===== config.mk =====
export PLATFORM = sky130hd
export DESIGN_NAME = lrc_cell
export DESIGN_NICKNAME = d
export VERILOG_FILES = /design/src/hw/rtl/lrc_pkg.sv /design/src/hw/rtl/lrc_cell.sv
export SDC_FILE = /design/constraint.sdc
export NUM_CORES = 1
export LEC_CHECK = 0
export BUFFER_PORTS_ARGS = -buffer_cell sky130_fd_sc_hd__clkbuf_2
export CAP_MARGIN = 20
export CORE_AREA = 2 2 114 116
export CTS_CLUSTER_SIZE = 40
export DETAILED_ROUTE_END_ITERATION = 12
export DIE_AREA = 0 0 116 118
export HOLD_SLACK_MARGIN = 0.06
export PLACE_DENSITY = 0.67
export REMOVE_ABC_BUFFERS = 1
export SLEW_MARGIN = 25
export SYNTH_ARGS = -nofsm -noshare
export SYNTH_HDL_FRONTEND = slang
export SYNTH_SLANG_ARGS = --single-unit

===== constraint.sdc =====
create_clock -name clk -period 2.7 [get_ports clk]
set_input_delay 0.135 -clock clk [delete_from_list [all_inputs] [get_ports clk]]
set_output_delay 0.135 -clock clk [all_outputs]
set_load 0.02 [all_outputs]

===== src/hw/rtl/lrc_pkg.sv =====
// Shared types and codes for the LRU result cache.
package lrc_pkg;

    localparam int COLL_BITS = 8;
    localparam int OCC_BITS  = 9;
    localparam int CAP_BITS  = 9;

    localparam logic OP_GET = 1'b0;
    localparam logic OP_PUT = 1'b1;

    typedef enum logic [2:0] {
        ST_IDLE,
        ST_CMP,
        ST_RED,
        ST_UPD
    } lrc_state_t;

    typedef struct packed {
        logic cmp;  // register the match flag of every cell
        logic upd;  // shift cells up to the limit index
    } lrc_ctl_t;

endpackage


===== src/hw/rtl/lrc_cell.sv =====
// One cache cell: holds one entry, matches it and takes its neighbor's entry on a shift.
module lrc_cell
    import lrc_pkg::*;
#(
    parameter int INDEX      = 0,
    parameter int KEY_BITS   = 64,
    parameter int VALUE_BITS = 32,
    parameter int IW         = 8
)
(
    input  logic                  clk,
    input  logic                  rst_n,
    input  lrc_ctl_t              ctl,
    input  logic [IW-1:0]         shift_limit,
    input  logic [COLL_BITS-1:0]  req_coll,
    input  logic [KEY_BITS-1:0]   req_key,
    input  logic                  nb_valid,
    input  logic [COLL_BITS-1:0]  nb_coll,
    input  logic [KEY_BITS-1:0]   nb_key,
    input  logic [VALUE_BITS-1:0] nb_value,
    output logic                  valid,
    output logic [COLL_BITS-1:0]  coll,
    output logic [KEY_BITS-1:0]   key,
    output logic [VALUE_BITS-1:0] value,
    output logic                  match
);

    localparam logic [IW-1:0] MY_IDX = IW'(INDEX);

    logic                  valid_reg;
    logic                  match_reg;
    logic [COLL_BITS-1:0]  coll_reg;
    logic [KEY_BITS-1:0]   key_reg;
    logic [VALUE_BITS-1:0] value_reg;
    logic                  shift_en;

    assign shift_en = ctl.upd && (shift_limit >= MY_IDX);

    always_ff @(posedge clk or negedge rst_n)
    begin
        if (!rst_n)
        begin
            valid_reg <= 1'b0;
            match_reg <= 1'b0;
        end
        else
        begin
            if (shift_en)
            begin
                valid_reg <= nb_valid;
            end
            if (ctl.cmp)
            begin
                match_reg <= valid_reg && (coll_reg == req_coll) && (key_reg == req_key);
            end
        end
    end

    always_ff @(posedge clk)
    begin
        if (shift_en)
        begin
            coll_reg  <= nb_coll;
            key_reg   <= nb_key;
            value_reg <= nb_value;
        end
    end

    assign valid = valid_reg;
    assign coll  = coll_reg;
    assign key   = key_reg;
    assign value = value_reg;
    assign match = match_reg;

endmodule


# After elaboration in Yosys (flattened, before gate mapping)
# Cells that the tools add are included.
# op_classes
eq_ne	2
n_reduce_logical	3
n_lt_le_gt_ge	1
# ops
operator	n
64-bit equality test	1
8-bit equality test	1
8-bit by 1-bit greater-or-equal comparator with 1-bit output, second input constant	1
1-bit logical AND	3
# totals
regBits	106
output_inout_bits	106

# Logic depth before layout (Yosys ltp)
# Gate-level depths: netlist of the first run.
# depth
word_depth	3
ltp_mapped	5

# Worst setup path before layout of the first run
# OpenSTA, ideal clock, no wires.
# synth_path
path_type	register -> register
from	register key_reg[16] (netlist: key[16])
to	register match_reg (netlist: match)
n_path_buf	0
setup_time_ns	0.095
t_arrival_ns	1.387
period_less_slack_ns	1.483
path_stages_with_launch	6
slack_ns	1.217
t_required_ns	2.605
cell_sequence	edfxtp_1 xnor2_1 nand4_1 nor4_1 nand4_1 o32ai_2
# synth_between
elab_chain_len	2
# synth_lines
item	line	source
from (decl)	lrc_cell.sv:33	logic [KEY_BITS-1:0] key_reg;
from (signal assigned)	lrc_cell.sv:64	key_reg <= nb_key;
64-bit equality test	lrc_cell.sv:54	match_reg <= valid_reg && (coll_reg == req_coll) && (key_reg == req_key);
1-bit logical AND	lrc_cell.sv:54	
to (signal assigned)	lrc_cell.sv:54	
to (decl)	lrc_cell.sv:31	logic match_reg;
# Every way passes these cells.
# A chain may end at the register's enable or synchronous reset.

# Final worst setup path of the first run
# layout_path
from	register key_reg[8] (netlist: key[8])
to	register match_reg (netlist: match)
# Same word-level chain as after synthesis.

==> results of run 1 <==
==> Yosys cell counts, types with 2 or more instances <==
cell type  number  share of area, %
inv_1          17               1.6
nor3_1          2              0.25
o22ai_1         5              0.78
nand4_1        13               2.0
nand2_1         3              0.28
o221ai_1        2              0.43
a221oi_1        2              0.43
nor2_1          2              0.19
edfxtp_1      104                77
xor2_1          6               1.3
dfrtp_1         2               1.2
nor4_1          3              0.47
xnor2_1        50                11
==> report_power, final <==
group / internal, mW / switching [mW]
Sequential: 1.95 / 0.0796
Combinational: 0.359 / 0.372
Clock: 0.725 / 0.582
Total: 3.04 / 1.03
==> how the worst max path moves through the flow <==
stage                                  from                end  cells after the start
after floorplan           key[16]$_DFFE_PP_  match$_DFFE_PN0P_                      5
after global placement     key[8]$_DFFE_PP_  match$_DFFE_PN0P_                      5
after detailed placement   key[8]$_DFFE_PP_  match$_DFFE_PN0P_                      5
after CTS                  key[8]$_DFFE_PP_  match$_DFFE_PN0P_                      5
after global routing      coll[0]$_DFFE_PP_  match$_DFFE_PN0P_                      5
final                      key[8]$_DFFE_PP_  match$_DFFE_PN0P_                      5
==> cell usage in the layout, fill, tap and decap left out <==
cell,n
nand3_1,1
and2b_1,1
a2bb2oi_1,1
o221ai_1,2
o2bb2ai_1,1
o32ai_2,1
clkbuf_16,9
a2111oi_0,1
a222oi_1,1
nand4_1,13
a22oi_1,1
nor4_1,3
a2111oi_1,1
inv_6,1
inv_1,17
clkinvlp_4,3
clkbuf_2,285
bufinv_16,1
o22ai_1,5
xnor2_1,50
dfrtp_1,2
a22o_1,1
clkinv_1,1
buf_4,1
inv_8,1
a221oi_1,2
nor3_1,2
nand2_1,3
and4_1,1
buf_12,1
xor2_1,6
edfxtp_1,104
nor2_1,2
dlygate4sd3_1,107
mux2_2,1
==> area by class of cell <==
type | count | area [um^2]
inverter | 17 | 63.8
clock inverter | 7 | 76.3
sequential | 106 | 3170
fill | 1025 | 5340
tap | 172 | 215
timing repair buffer | 394 | 2520
clock buffer | 9 | 225
multi-input combinational | 100 | 797
==> what timing repair did <==
| action | in CTS | in global routing |
|---|---|---|
| gates resized for setup | 0 | 0 |
| hold endpoints to repair | 108 | 0 |
| hold buffers | 107 | 0 |
==> routing by layer <==
metal | wire length (um) | track usage [%] | part of all wire (%)
met3 | 939 | 4.79 | 7.6
met1 | 4610 | 18.6 | 37
met5 | 0 | 0 | 0
met4 | 212 | 6.40 | 1.7
met2 | 6640 | 33.6 | 54
==> metrics by stage <==
step	total power, mW	cell area, um^2	hold WS, ps
after global routing	4.24	7080	115
after detailed placement	2.67	5700	-74.9
after floorplan	2.34	4030	-161
after CTS	4.11	7080	108
final	4.07	7080	129
after global placement	2.65	5700	-77.8
==> logic make-up after synthesis <==
kind of cell / after synthesis / share of synthesized area (%)
DFF: 106 / 78.7
xor gates and xnor gates: 56 / 12.2
muxes: 1 / 0.279
AOI/OAI and AO/OA: 17 / 3.60
and+or+nand+nor: 26 / 3.72
buffers and inverters: 17 / 1.58
==> worst reg2reg max path, stage by stage, from the launching register on <==
cell,delay [ps]
edfxtp_1,410
xnor2_1,170
nand4_1,150
nor4_1,450
nand4_1,240
o32ai_2,290
==> results.yml, run 1 <==
sta:
  report.final.slew_viol_count: 0
  finalHoldViolCount: 0
  setup_repair_after_global_routing_missed_its_margin: "false"
  least_setup_slack_across_all_paths_after_layout_ps: 910
  fmax_ghz: 0.559
  final_period_minus_worst_setup_slack_ps: 1790
  max_slew_margin_pct: 57.5
  fin_worst_skew_ps: 6.71
  setup_violations: 0
  final_cycle_share_pct: 66.3
  worstMarginPinSlew_ps: 638
  fin_setup_tns_ps: 0
global_route:
  grt.overflow.total: 0
  grt_usage_pct: 17.9
  grt_pass1_vias: 3780
  antenna_violations_before_repair: 0
  grt_first_pass_wirelength_um: 18500
  grt_max_degree: 58
clock_network:
  cts-htree-levels: 3
  cts_inserted_buffers: 9
  ctsLongestPathBuffers: 2
  clock_sinks: 106
  setup_fix_buffers_added_after_clock_tree_synthesis: 0
  clkTransAtPathRegs_ps: 70
  cts-root-buf: "clkbuf_16"
  worst_skew_pair.late_latency_ps: 340
  clock_tree_from_tritoncts: "yes"
flow_run:
  maxCapViolCount: 0
outcome:
  run_status: "complete, no violations"
power:
  vdd_ir_drop_max_v: 0.000430
  cell_pwr_density_nw_per_um2: 576
  leakage_nw: 3.10
floorplanning:
  initial_core_util_pct: 32.5
  die_h_um: 118
  floorplan.die_area_um2: 13700
  placementRows: 41
  die-width_um: 116
  core_box_area_um2: 12400
  floorplan.io_pins: 295
route:
  detailedRoute.firstPassIterationCount: 4
  drc_violation_count_after_routing: 0
  postRouteAntennaNets: 0
  vias_per_cell: 4.32
  drt_first_iter_violations: 145
  routedWlPerCell_um: 15.4
  drt_wl_total_um: 12400
  route.vias.total: 3477
critical_path:
  cp_slowest_stage_delay_ps: 450
  rr_startpoint: "key[8]$_DFFE_PP_"
  crit_chain: "xnor2_1, nand4_1, nor4_1, nand4_1, o32ai_2"
  cpLargestDelayFamily: "simple AND/OR/NAND/NOR gates"
  reg2reg_depth: 5
  cp_data_arrival_time_ps: 2040
  worstPathBufferInverterCount: 0
  crit_path_max_fanout: 2
  cp-end-kind: "flip-flop"
  start_kind: "flip-flop"
  timing.setup.critical_path_class: "flip-flop to flip-flop"
  reg2reg_capture_point: "match$_DFFE_PN0P_"
  worst_ep_required_ps: 2950
  critical_path.slowest_cell: "nor4_1"
  cpMostUsedCell: "nand4_1"
  regToRegSetupSlack_ps: 910
final_layout:
  share_of_final_layout_standard_cells_stronger_than_drive_strength_1_pct: 48.0
  num_antenna_cells: 0
  largest_register_ffs: 64
  fin_cells: 805
  postLayoutCoreUtil_pct: 57.0
  syn2layout_area_growth_pct: 75.4
  nNetsFinal: 817
placed_design:
  placedCellCount: 682
  port-buffer-count: 286
  gp_routability_congestion: 0.767
  post-dp-hpwl_um: 8730
  pre_cts_worst_setup_slack_ps: 829
worst_hold_path:
  hold_path_class: "input pin to asynchronous set/reset pin"
yosys:
  combined_area_of_all_synthesized_cells_um2: 4030
  synth_edf_count: 104
  ys_warns: 0
  synth_cell_type_count: 25
  synth_seq_area_share_pct: 78.7
  dominantRegCellSynth: "edfxtp_1"
  postSynthAreaPerCell_um2: 18.1
  synth-async-reset-ratio_pct: 1.89
  synth.ff_latch_count: 106
  syn-instance-count: 223
Power figures use the tool's default switching activity.
==> inputs of run 2 (changes only) <==
==> constraint.sdc (replaced) <==
create_clock -name clk -period 1.75 [get_ports clk]
set_input_delay 0.0875 -clock clk [delete_from_list [all_inputs] [get_ports clk]]
set_output_delay 0.0875 -clock clk [all_outputs]
set_load 0.02 [all_outputs]
==> run 2 against run 1 <==
Flip-flop and latch count did not move. First-iteration DRC count down 2.1%. Register-to-register slack got worse by 780 ps. Via count increased by 0.55%. Largest cell class unchanged.
==> results.yml, run 2 (same netlist as run 1, synthesis figures left out) <==
outcome:
  run_status: "complete, no violations"
sta:
  final_period_minus_worst_setup_slack_ps: 1620
  final_cycle_share_pct: 92.6
  worstMarginPinSlew_ps: 359
  finalHoldViolCount: 0
  setup_violations: 0
  report.final.slew_viol_count: 0
  fmax_ghz: 0.617
  fin_setup_tns_ps: 0
  max_slew_margin_pct: 75.4
  fin_worst_skew_ps: 9.93
  setup_repair_after_global_routing_missed_its_margin: "true"
final_layout:
  nNetsFinal: 822
  layout.cells.most_common_list: "clkbuf_2 (285), dlygate4sd3_1 (107), edfxtp_1 (104), xnor2_1 (46), inv_1 (17)"
  share_of_final_layout_standard_cells_stronger_than_drive_strength_1_pct: 49.5
  largest_register_ffs: 64
  syn2layout_area_growth_pct: 77.6
  postLayoutCoreUtil_pct: 57.7
  final_design_area_excluding_fillers_um2: 7160
  num_antenna_cells: 0
  mostFrequentLayoutCell: "clkbuf_2"
floorplanning:
  floorplan.io_pins: 295
  core_box_area_um2: 12400
  die_h_um: 118
  floorplan.die_area_um2: 13700
  die-width_um: 116
  initial_core_util_pct: 32.5
  placementRows: 41
global_route:
  grt_pass1_vias: 3963
  grt_first_pass_wirelength_um: 19200
  grt_usage_pct: 18.5
  antenna_violations_before_repair: 0
  grt_max_degree: 59
  grt.overflow.total: 0
route:
  vias_per_cell: 4.32
  route.vias.total: 3496
  routedWlPerCell_um: 15.7
  detailedRoute.firstPassIterationCount: 4
  drt_wl_total_um: 12700
  drt_first_iter_violations: 142
  drc_violation_count_after_routing: 0
  postRouteAntennaNets: 0
power:
  report.power.total_mw: 6.33
  leakage_nw: 3.16
  cell_pwr_density_nw_per_um2: 884
  vdd_ir_drop_max_v: 0.000601
clock_network:
  clock_sinks: 106
  ctsLongestPathBuffers: 2
  clock_tree_from_tritoncts: "yes"
  clkTransAtPathRegs_ps: 70
  cts-root-buf: "clkbuf_16"
  worst_skew_pair.late_latency_ps: 350
  cts_inserted_buffers: 9
  cts-htree-levels: 3
  setup_fix_buffers_added_after_clock_tree_synthesis: 0
critical_path:
  path_depth: 6
  critical_path.slowest_cell: "edfxtp_1"
  timing.setup.critical_path_class: "flip-flop to flip-flop"
  worst_ep_required_ps: 2000
  crit_path_max_fanout: 2
  cpMostUsedCell: "nand4_1"
  cp_slowest_stage_delay_ps: 420
  start_kind: "flip-flop"
  crit_chain: "xnor2_1, nand4_1, nor4_2, buf_4, nand4_1, o32ai_2"
  worstPathBufferInverterCount: 1
  reg2reg_depth: 6
  cp-end-kind: "flip-flop"
  cpLargestDelayFamily: "simple AND/OR/NAND/NOR gates"
  cp_data_arrival_time_ps: 1870
worst_hold_path:
  hold_path_class: "input pin to asynchronous set/reset pin"
flow_run:
  maxCapViolCount: 0
placed_design:
  port-buffer-count: 286
  placed_cell_area_um2: 5740
  post-dp-hpwl_um: 8710
  gp_routability_congestion: 0.753
run 2: changes by cell type in the layout (fill, tap and decap cells not counted), sizes merged:
cell,delta
clkinvlp,-3
clkinv,+2
clkbuf,+1
buf,+5
run 2: power breakdown:
| group | leakage [nW] | switching (mW) | internal [mW] | total, mW |
|---|---|---|---|---|
| combinational | 1.97 | 0.586 | 0.567 | 1.15 |
| clock | 0.148 | 0.913 | 1.13 | 2.04 |
| sequential | 1.04 | 0.123 | 3.02 | 3.14 |
| total | 3.16 | 1.62 | 4.71 | 6.33 |
run 2: area by class of cell:
cell class | instances | area [um^2]
timing repair buffer | 399 | 2560
clock inverter | 6 | 73.8
tap | 172 | 215
inverter | 17 | 63.8
multi-input combinational | 100 | 846
sequential | 106 | 3170
clock buffer | 10 | 229
fill | 1010 | 5250
run 2: routing by layer:
layer / routed length, um / global-route usage (%) / up-vias / part of all wire (%)
met1: 4610 / 19.0 / 1625 / 36
li1: - / - / 1666 / -
met2: 6940 / 35.0 / 194 / 54
met3: 1040 / 5.25 / 11 / 8.2
met4: 157 / 6.55 / 0 / 1.2
met5: 0 / 0 / - / 0
run 2: worst paths after layout:
check	startpoint	endpoint	slack [ps]
min	rst_n	match$_DFFE_PN0P_	80
min reg2reg	match$_DFFE_PN0P_	match$_DFFE_PN0P_	520
min in group clk	ctl[0]	key[31]$_DFFE_PP_	150
max in group asynchronous	rst_n	valid$_DFFE_PN0P_	1570
max	key[16]$_DFFE_PP_	match$_DFFE_PN0P_	130
max reg2reg	key[16]$_DFFE_PP_	match$_DFFE_PN0P_	130
run 2: metrics by stage:
stage	cells	setup WS, ps	hold WS, ps
after floorplan	223	267	-208
after global placement	687	42.9	-126
after detailed placement	687	14.4	-118
after CTS	810	27.2	63.6
after global routing	810	13.8	85.2
final	810	129	77.9
run 2: timing repair:
item / 4_1_cts / 5_1_grt
hold buffers: 107 / 0
gates resized for setup: 1 / 6
endpoints found under the hold margin: 108 / 0
pin swaps: 0 / 5
gates cloned: 0 / 0
setup endpoints to repair: 1 / 1
==> inputs of run 3 (changes only) <==
--- a/config.mk
+++ b/config.mk
@@ -12,6 +12,7 @@
 export DETAILED_ROUTE_END_ITERATION = 12
 export DIE_AREA = 0 0 116 118
 export HOLD_SLACK_MARGIN = 0.06
+export MAX_ROUTING_LAYER = met4
 export PLACE_DENSITY = 0.67
 export REMOVE_ABC_BUFFERS = 1
 export SLEW_MARGIN = 25
==> run 3 against run 2 <==
Clock power hardly changed. Die area stayed put. Highest routed layer unchanged. Core utilization stayed put. Global-route usage is 0.55 points higher. Critical path depth stayed put. Maximum frequency is 0.13% lower.
==> results.yml, run 3 (same netlist as run 1, synthesis figures left out) <==
outcome:
  run_status: "complete, no violations"
global_route:
  grt_first_pass_wirelength_um: 19200
  grt_max_degree: 59
  grt_usage_pct: 19.0
  grt.overflow.total: 0
  grt_pass1_vias: 3961
  antenna_violations_before_repair: 0
sta:
  fmax_ghz: 0.616
  finalHoldViolCount: 0
  fin_setup_tns_ps: 0
  final_cycle_share_pct: 92.8
  fin_worst_skew_ps: 11.9
  report.final.slew_viol_count: 0
  max_slew_margin_pct: 75.4
  setup_violations: 0
  setup_repair_after_global_routing_missed_its_margin: "true"
  final_period_minus_worst_setup_slack_ps: 1620
  worstMarginPinSlew_ps: 359
critical_path:
  reg2reg_capture_point: "match$_DFFE_PN0P_"
  cp-endpoint: "match$_DFFE_PN0P_"
  cp-startpoint: "key[16]$_DFFE_PP_"
  rr_startpoint: "key[16]$_DFFE_PP_"
  worst_ep_required_ps: 1990
  reg2reg_depth: 6
  timing.setup.critical_path_class: "flip-flop to flip-flop"
  start_kind: "flip-flop"
  cp_data_arrival_time_ps: 1870
  cp-end-kind: "flip-flop"
  regToRegSetupSlack_ps: 130
  crit_path_max_fanout: 2
power:
  vdd_ir_drop_max_v: 0.000603
  report.power.total_mw: 6.33
  leakage_nw: 3.16
  cell_pwr_density_nw_per_um2: 883
placed_design:
  post-dp-hpwl_um: 8710
  port-buffer-count: 286
  gp_routability_congestion: 0.763
route:
  routed_wl_met2_um: 6970
  detailedRoute.firstPassIterationCount: 4
  route.vias.total: 3486
  drc_violation_count_after_routing: 0
  routedWlPerCell_um: 15.7
  routed_length_on_met1_um: 4680
  top_signal_layer_used: "met4"
  postRouteAntennaNets: 0
  vias_per_cell: 4.30
  drt_first_iter_violations: 130
  met3WireLength_um: 935
  drt_wl_total_um: 12700
final_layout:
  nNetsFinal: 822
  largest_register_ffs: 64
  syn2layout_area_growth_pct: 77.6
  nFillCells: 1010
  mostFrequentLayoutCell: "clkbuf_2"
  num_antenna_cells: 0
  layout.cells.most_common_list: "clkbuf_2 (285), dlygate4sd3_1 (107), edfxtp_1 (104), xnor2_1 (46), inv_1 (17)"
  share_of_final_layout_standard_cells_stronger_than_drive_strength_1_pct: 49.5
clock_network:
  clock_tree_from_tritoncts: "yes"
  cts_inserted_buffers: 9
  cts-root-buf: "clkbuf_16"
  worst_skew_pair.late_latency_ps: 350
  clkTransAtPathRegs_ps: 70
  cts-htree-levels: 3
  clock_sinks: 106
  ctsLongestPathBuffers: 2
  setup_fix_buffers_added_after_clock_tree_synthesis: 0
floorplanning:
  placementRows: 41
  floorplan.die_area_um2: 13700
  floorplan.io_pins: 295
  initial_core_util_pct: 32.5
  die_h_um: 118
  core_box_area_um2: 12400
  die-width_um: 116
worst_hold_path:
  hold_path_class: "input pin to asynchronous set/reset pin"
flow_run:
  maxCapViolCount: 0
## run 3: area by class of cell
cell class	instances	area [um^2]	area share, %
Timing Repair Buffer	399	2560	35.8
Clock inverter	6	73.8	1.03
Clock buffer	10	229	3.20
Sequential cell	106	3170	44.3
Multi-Input combinational cell	100	846	11.8
Inverter	17	63.8	0.891
Tap cell	172	215	3.00
## run 3: power breakdown
part	total, mW	leakage, nW	internal, mW	switching [mW]
registers	3.14	1.04	3.02	0.123
clock network	2.03	0.148	1.13	0.905
logic	1.15	1.97	0.567	0.587
## run 3: routing by layer
metal	GRT usage (%)	vias up
met5	-	-
met4	6.55	0
met3	4.33	11
met2	35.0	198
met1	19.7	1610
li1	-	1667
## run 3: stage by stage
| step | cell area (um^2) | hold WS, ps | util, % | worst slack [ps] | cells |
|---|---|---|---|---|---|
| 3_5_place_dp | 5740 | -118 | 46.2 | 14.4 | 687 |
| 2_1_floorplan | 4030 | -208 | - | 267 | 223 |
| 3_3_place_gp | 5740 | -126 | 46.2 | 42.9 | 687 |
| 5_1_grt | 7160 | 84.5 | 57.7 | 13.5 | 810 |
| 6_report | 7160 | 80.5 | 57.7 | 127 | 810 |
| 4_1_cts | 7120 | 63.6 | 57.4 | 27.2 | 810 |
## run 3: how the worst min path moves through the flow
| stage | startpoint | end | cells past startpoint |
|---|---|---|---|
| after global routing | rst_n | match$_DFFE_PN0P_ | 2 |
| after floorplan | rst_n | match$_DFFE_PN0P_ | 0 |
| after global placement | rst_n | match$_DFFE_PN0P_ | 1 |
| final | rst_n | match$_DFFE_PN0P_ | 2 |
| after CTS | rst_n | match$_DFFE_PN0P_ | 2 |
| after detailed placement | rst_n | match$_DFFE_PN0P_ | 1 |
## run 3: critical path: stages, from the launching register on
cell and delay, ps:
edfxtp_1 420, xnor2_1 190, nand4_1 130, nor4_2 290
buf_4 150, nand4_1 120, o32ai_2 220
## run 3: timing repair
action | CTS | global route
hold buffers | 107 | 0
pin swaps | 0 | 5
hold endpoints to repair | 108 | 0
setup endpoints to repair | 1 | 1
gates resized for setup | 1 | 6
